File: src/pdp_pkg.sv
// Types and constants of the pattern depuncturer
package pdp_pkg;

    localparam int PERIOD_W  = 7;
    localparam int PATTERN_W = 64;
    localparam int SYM_W     = 8;
    localparam int CFG_IDX_W = 2;

    // Configuration register indexes
    localparam logic [CFG_IDX_W-1:0] REG_PERIOD  = 2'd0;
    localparam logic [CFG_IDX_W-1:0] REG_PATTERN = 2'd1;
    localparam logic [CFG_IDX_W-1:0] REG_FILL    = 2'd2;

    localparam logic [PERIOD_W-1:0]  PERIOD_RST  = 7'd8;
    localparam logic [PATTERN_W-1:0] PATTERN_RST = 64'hFF;
    localparam logic [SYM_W-1:0]     FILL_RST    = 8'd0;

    // Controller to datapath
    typedef struct packed {
        logic load_byte;  // capture the incoming item
        logic emit;       // produce one result this cycle
    } pdp_cmd_t;

    // Datapath to controller
    typedef struct packed {
        logic out_free;   // output register can take a result
        logic kept;       // current position keeps the byte (ends the run)
    } pdp_stat_t;

endpackage

File: src/pdp_datapath.sv
// Datapath: configuration registers, pattern walk and output register
module pdp_datapath import pdp_pkg::*; #(
    parameter int MAX_PERIOD = 64
) (
    input  logic                 aclk,
    input  logic                 aresetn,
    input  logic                 cfg_valid,
    input  logic [CFG_IDX_W-1:0] cfg_index,
    input  logic [PATTERN_W-1:0] cfg_data,
    input  logic [SYM_W-1:0]     in_byte,
    input  logic                 m_tready,
    input  pdp_cmd_t             cmd,
    output pdp_stat_t            stat,
    output logic                 m_tvalid,
    output logic [SYM_W-1:0]     m_tdata,
    output logic                 m_tuser,
    output logic                 m_tlast
);

    localparam int PW = $clog2(MAX_PERIOD);

    logic [PERIOD_W-1:0]   period_reg;
    logic [MAX_PERIOD-1:0] pattern_reg;
    logic [SYM_W-1:0]      fill_reg;
    logic [PW-1:0]         pos_reg, pos_next;
    logic [SYM_W-1:0]      byte_reg;
    logic                  out_valid_reg;
    logic [SYM_W-1:0]      out_sym_reg;
    logic                  out_fill_reg;
    logic                  out_last_reg;

    logic [PERIOD_W-1:0]   eff_p;
    logic [MAX_PERIOD-1:0] mask;
    logic [MAX_PERIOD-1:0] pat;
    logic                  pat_zero;
    logic [PERIOD_W-1:0]   pos_use;
    logic [PERIOD_W-1:0]   bit_idx;
    logic [PERIOD_W-1:0]   pos_inc;
    logic                  bit_kept;

    // Configuration writes
    always_ff @(posedge aclk) begin
        if (!aresetn) begin
            period_reg  <= PERIOD_RST;
            pattern_reg <= PATTERN_RST[MAX_PERIOD-1:0];
            fill_reg    <= FILL_RST;
        end else if (cfg_valid) begin
            case (cfg_index)
                REG_PERIOD:  period_reg  <= cfg_data[PERIOD_W-1:0];
                REG_PATTERN: pattern_reg <= cfg_data[MAX_PERIOD-1:0];
                REG_FILL:    fill_reg    <= cfg_data[SYM_W-1:0];
                default: ;
            endcase
        end
    end

    // Effective period clamped to 1..MAX_PERIOD, pattern trimmed to it
    always_comb begin
        if (period_reg == '0) begin
            eff_p = PERIOD_W'(1);
        end else if (period_reg > PERIOD_W'(MAX_PERIOD)) begin
            eff_p = PERIOD_W'(MAX_PERIOD);
        end else begin
            eff_p = period_reg;
        end
        for (int i = 0; i < MAX_PERIOD; i++) begin
            mask[i] = (PERIOD_W'(i) < eff_p);
        end
        pat      = pattern_reg & mask;
        pat_zero = (pat == '0);
    end

    // Current position, restarted if the period shrank under it
    always_comb begin
        pos_use  = (PERIOD_W'(pos_reg) >= eff_p) ? '0 : PERIOD_W'(pos_reg);
        bit_idx  = eff_p - PERIOD_W'(1) - pos_use;
        bit_kept = pat[bit_idx[PW-1:0]];
        pos_inc  = pos_use + PERIOD_W'(1);
        if (pos_inc >= eff_p) begin
            pos_next = '0;
        end else begin
            pos_next = pos_inc[PW-1:0];
        end
    end

    assign stat.kept     = pat_zero || bit_kept;
    assign stat.out_free = !out_valid_reg || m_tready;

    // Position walks only on emitted results of a nonzero pattern
    always_ff @(posedge aclk) begin
        if (!aresetn) begin
            pos_reg <= '0;
        end else if (cmd.emit && !pat_zero) begin
            pos_reg <= pos_next;
        end
    end

    // Captured input item
    always_ff @(posedge aclk) begin
        if (cmd.load_byte) begin
            byte_reg <= in_byte;
        end
    end

    // Output register
    always_ff @(posedge aclk) begin
        if (!aresetn) begin
            out_valid_reg <= 1'b0;
        end else if (cmd.emit) begin
            out_valid_reg <= 1'b1;
        end else if (m_tready) begin
            out_valid_reg <= 1'b0;
        end
    end

    always_ff @(posedge aclk) begin
        if (cmd.emit) begin
            out_sym_reg  <= stat.kept ? byte_reg : fill_reg;
            out_fill_reg <= !stat.kept;
            out_last_reg <= stat.kept;
        end
    end

    assign m_tvalid = out_valid_reg;
    assign m_tdata  = out_sym_reg;
    assign m_tuser  = out_fill_reg;
    assign m_tlast  = out_last_reg;

endmodule

File: src/pdp_ctrl.sv
// Controller: takes input items and sequences the results of each run
module pdp_ctrl import pdp_pkg::*; (
    input  logic      aclk,
    input  logic      aresetn,
    input  logic      s_tvalid,
    output logic      s_tready,
    input  pdp_stat_t stat,
    output pdp_cmd_t  cmd
);

    typedef enum logic {
        ST_IDLE,
        ST_RUN
    } state_t;

    state_t state_reg;
    logic   run_done;
    logic   accept;

    // A run ends on the result that carries the byte; the next item
    // may be taken in that same cycle
    assign cmd.emit      = (state_reg == ST_RUN) && stat.out_free;
    assign run_done      = cmd.emit && stat.kept;
    assign s_tready      = (state_reg == ST_IDLE) || run_done;
    assign accept        = s_tvalid && s_tready;
    assign cmd.load_byte = accept;

    always_ff @(posedge aclk) begin
        if (!aresetn) begin
            state_reg <= ST_IDLE;
        end else begin
            case (state_reg)
                ST_IDLE: if (accept) state_reg <= ST_RUN;
                ST_RUN:  if (run_done && !accept) state_reg <= ST_IDLE;
                default: state_reg <= ST_IDLE;
            endcase
        end
    end

endmodule

File: src/pattern_depuncturer_unit.sv
// Pattern depuncturer: fills punctured holes back into a symbol stream
//
// Input channel s_*: one received byte per item. Output channel m_*: one
// symbol per item, tuser high on inserted fill symbols, tlast high on the
// item that carries the received byte (the end of its run).
// Configuration channel cfg_*: index 0 period, 1 keep pattern (low period
// bits, MSB first), 2 fill symbol; cfg_ready is always high and writes are
// expected only while the block is idle.
// Each input item gives a run of h+1 output items, h being the holes before
// the next kept position; the run is produced one item per cycle, while the
// output does not stall, from a single output register, and the next input
// item is accepted in the cycle the current run's last item is produced.
// An accepted byte is captured before its run writes the output register.
// An all-zero pattern passes each byte through as a run of one.
// Reset returns the registers to period 8, pattern 0xFF, fill 0, and the
// walk to the start of the period. When m_tready is low the output register
// holds its item and the run stalls, and so does the input channel mid-run.
module pattern_depuncturer_unit import pdp_pkg::*; #(
    parameter int MAX_PERIOD = 64
) (
    input  logic                 aclk,
    input  logic                 aresetn,
    input  logic                 s_tvalid,
    output logic                 s_tready,
    input  logic [SYM_W-1:0]     s_tdata,   // [7:0] sym_in
    output logic                 m_tvalid,
    input  logic                 m_tready,
    output logic [SYM_W-1:0]     m_tdata,   // [7:0] sym_out
    output logic                 m_tuser,   // [0] is_fill
    output logic                 m_tlast,
    input  logic                 cfg_valid,
    output logic                 cfg_ready,
    input  logic [CFG_IDX_W-1:0] cfg_index,
    input  logic [PATTERN_W-1:0] cfg_data
);

    pdp_cmd_t  cmd;
    pdp_stat_t stat;

    assign cfg_ready = 1'b1;

    pdp_ctrl u_ctrl (
        .aclk     (aclk),
        .aresetn  (aresetn),
        .s_tvalid (s_tvalid),
        .s_tready (s_tready),
        .stat     (stat),
        .cmd      (cmd)
    );

    pdp_datapath #(
        .MAX_PERIOD (MAX_PERIOD)
    ) u_datapath (
        .aclk      (aclk),
        .aresetn   (aresetn),
        .cfg_valid (cfg_valid),
        .cfg_index (cfg_index),
        .cfg_data  (cfg_data),
        .in_byte   (s_tdata),
        .m_tready  (m_tready),
        .cmd       (cmd),
        .stat      (stat),
        .m_tvalid  (m_tvalid),
        .m_tdata   (m_tdata),
        .m_tuser   (m_tuser),
        .m_tlast   (m_tlast)
    );

endmodule

File: config.mk
export PLATFORM = sky130hd
export DESIGN_NAME = pattern_depuncturer_unit
export DESIGN_NICKNAME = d
export VERILOG_FILES = /design/src/pdp_pkg.sv /design/src/pdp_datapath.sv /design/src/pdp_ctrl.sv /design/src/pattern_depuncturer_unit.sv
export SDC_FILE = /design/constraint.sdc
export NUM_CORES = 1
export LEC_CHECK = 0
export ABC_AREA = 1
export BUFFER_PORTS_ARGS = -buffer_cell sky130_fd_sc_hd__clkbuf_2
export CAP_MARGIN = 20
export CORE_ASPECT_RATIO = 1.5
export CORE_MARGIN = 2
export CORE_UTILIZATION = 64
export CTS_BUF_LIST = sky130_fd_sc_hd__clkbuf_8
export DETAILED_ROUTE_END_ITERATION = 16
export GPL_TIMING_DRIVEN = 0
export HOLD_SLACK_MARGIN = 0.05
export PLACE_DENSITY_LB_ADDON = 0.15
export SETUP_SLACK_MARGIN = 0.02
export SLEW_MARGIN = 20
export SYNTH_ARGS = -nofsm -noshare
export SYNTH_HDL_FRONTEND = slang
export SYNTH_SLANG_ARGS = --single-unit
export TNS_END_PERCENT = 100
File: constraint.sdc
create_clock -name aclk -period 12.9 [get_ports aclk]
set_input_delay 1.29 -clock aclk [delete_from_list [all_inputs] [get_ports aclk]]
set_output_delay 1.29 -clock aclk [all_outputs]
set_load 0.1 [all_outputs]
==> flow_summary.json <==
{
  "vias": 6510,
  "cts_resized": 0,
  "grtUsageMet3_pct": 5.47,
  "port_buffers": 89,
  "path_clk_slew_ps": 100,
  "area_growth_pct": 13.8,
  "whs_ps": 466,
  "period_share_pct": 58.1,
  "maxSlewViolCount": 0,
  "nets": 1117,
  "synthDominantCellAreaShare_pct": 28.8,
  "core-area_sq_um": 9200,
  "skew_ps": 15.2,
  "die_x_um": 83.3,
  "diodes": 0,
  "worst_pin_slew_ps": 934,
  "synth.most_common_cell": "nand2_1",
  "ir_drop_mv": 0.140,
  "start_util_pct": 65.7,
  "postCtsSetupRepairBufs": 0,
  "finalCriticalPeriod_ps": 7490,
  "ys_seq_area_share_pct": 37.8,
  "wl_per_cell_um": 16.4,
  "io-pin-count": 92,
  "dpl_worst_slack_ps": 6060,
  "max_freq_mhz": 134,
  "synth_area_sq_um": 6040,
  "cp-startpoint": "u_datapath.period_reg[2]",
  "start_kind": "flop",
  "grt_pass1_vias": 6147,
  "dr.pass1.iters": 6,
  "syn_nets": 1017,
  "synth_common_cells": "nand2_1 (236), nor2_1 (142), dfxtp_1 (87)",
  "grt.busiest_layer": "met2",
  "drc": 0,
  "slowest_stage": "clkbuf_1",
  "ant_nets": 0,
  "setup-violations-final": 0,
  "placed_area_sq_um": 6630,
  "cpPeakStageDelay_ps": 520,
  "fin_ws_ps": 5410,
  "grt_first_pass_wirelength_um": 29200,
  "ys_ff_latch": 105,
  "cp_max_fo": 10,
  "yosysWarningCount": 0,
  "r2r_start": "u_datapath.period_reg[2]",
  "tritoncts": "built",
  "setup_tns_ps": 0,
  "antenna_found_initial": 0,
  "clock_sinks": 105,
  "synth_area_leaders": "dfxtp_1 (29%), nand2_1 (15%), edfxtp_1 (8.9%)",
  "vias_per_cell": 5.74,
  "grt_use_met1_pct": 38.7,
  "clockBufferDepth": 2,
  "hp-start": "u_datapath.pattern_reg[26]",
  "fillers": 793,
  "setup.worst_path.end_class": "output port",
  "cts-root-buf": "clkbuf_8",
  "finalHoldViolCount": 0,
  "leakagePower_nw": 3.21,
  "gr-total-overflow": 0,
  "gr-usage-met2_pct": 66.2,
  "fin_util_pct": 74.8,
  "gp_congestion": 1.01,
  "arrival_ps": 6200,
  "cts-buffers-inserted": 9,
  "grt_use_total_pct": 36.6,
  "hold_class": "reg2reg",
  "grt_start_max_net_pins": 21,
  "die-area_sq_um": 10300,
  "drive_above_1_share_pct": 14.3,
  "status": "completed",
  "syn-mean-instance-area_sq_um": 6.58,
  "insertion_delay_ps": 400,
  "maxCapViolations": 0,
  "worstPathRequired_ps": 11610,
  "synth.distinct_cells": 37,
  "slew_headroom_pct": 37.4,
  "final_area_sq_um": 6880,
  "die_h_um": 123,
  "largest_reg_flops": 64,
  "p_per_area_nw_per_um2": 126,
  "place_hpwl_um": 14300,
  "async_reset_ff_share_pct": 0,
  "synth_top_flop_cell": "dfxtp_1",
  "htree_levels": 3,
  "crit_top_cell": "nand3_1",
  "routed_wl_um": 18600,
  "fp-row-count": 43,
  "synth_area_leader_cell": "dfxtp_1",
  "syn_inst": 918,
  "critPathKind": "reg2out",
  "cts_hold_buf": 0,
  "grt_setup_unrepaired": "false",
  "drt_iter0_drc": 580,
  "synth_edf_count": 18
}
## worst paths after layout
path                                      to  slack (ps)  cells past startpoint
hold reg to reg   u_datapath.pattern_reg[26]         470                      2
setup / recovery                    s_tready        5410                     29
setup reg to reg      u_datapath.byte_reg[5]        6590                     28
hold / removal    u_datapath.pattern_reg[26]         470                      2
## through the flow
| stage | std cells | power [mW] |
|---|---|---|
| global placement | 1119 | 0.624 |
| finish | 1135 | 0.868 |
| CTS | 1135 | 0.862 |
| global route | 1135 | 0.902 |
| detailed placement | 1119 | 0.628 |
| floorplan | 918 | 0.559 |
## final cells by class
class	count	area, sq um	share of cell area (%)
clock inverters	7	116	1.69
well taps	112	140	2.04
multi-input cells	691	3280	47.7
inverters	83	314	4.57
repair buffers	89	445	6.48
plain buffers	39	175	2.55
clock buffers	9	124	1.80
flip-flops and latches	105	2280	33.2
## cell families (layout without fill, tap and decap cells)
family                     count (synthesis)  in the layout  share of synthesized area, %
other                                      1              1                        0.0621
buffers and inverters                    122            227                          8.10
xor gates and xnor gates                   6              6                         0.870
DFF                                      105            105                          37.8
and+or+nand+nor                          505            505                          35.2
adders and majority gates                 20             20                          4.27
AOI/OAI and AO/OA                        159            159                          13.7
## worst max-delay path, delay by kind of cell, from the launching register on
| kind | cells | cell delay (ps) |
|---|---|---|
| flops | 1 | 370 |
| compound gates | 3 | 430 |
| simple gates | 15 | 1780 |
| buf+inv | 8 | 2190 |
| fa+ha+maj | 3 | 1040 |
## cell usage in the layout, fill, tap and decap left out, types with 3 or more instances in the layout
cell,netlist,layout
o21ai_0,79,79
nand3_1,80,80
inv_1,70,70
xnor2_1,3,3
inv_2,9,9
nor2_1,142,142
nand4_1,15,15
o21a_1,4,4
nand2_2,8,8
clkbuf_8,0,9
a21oi_1,62,61
dfxtp_1,87,87
xor2_1,3,3
o211ai_1,5,5
and3_1,3,3
clkinv_1,3,3
o21ai_1,4,4
clkbuf_2,0,89
edfxtp_1,18,18
clkbuf_1,30,30
nand2_1,236,236
nor3_1,6,5
nor2_2,9,9
ha_1,19,19
buf_4,3,3
## power breakdown
| part | switching [mW] | internal [mW] |
|---|---|---|
| clock | 0.126 | 0.115 |
| sequential | 0.00999 | 0.358 |
| combinational | 0.187 | 0.0722 |
## per-layer routing
layer | vias to the layer above | wire length, um
li1 | 3183 | -
met1 | 2884 | 6630
met2 | 344 | 9070
met3 | 99 | 1520
met4 | 0 | 1390
met5 | - | 0
Note: power is estimated with default switching activity, not from simulation.
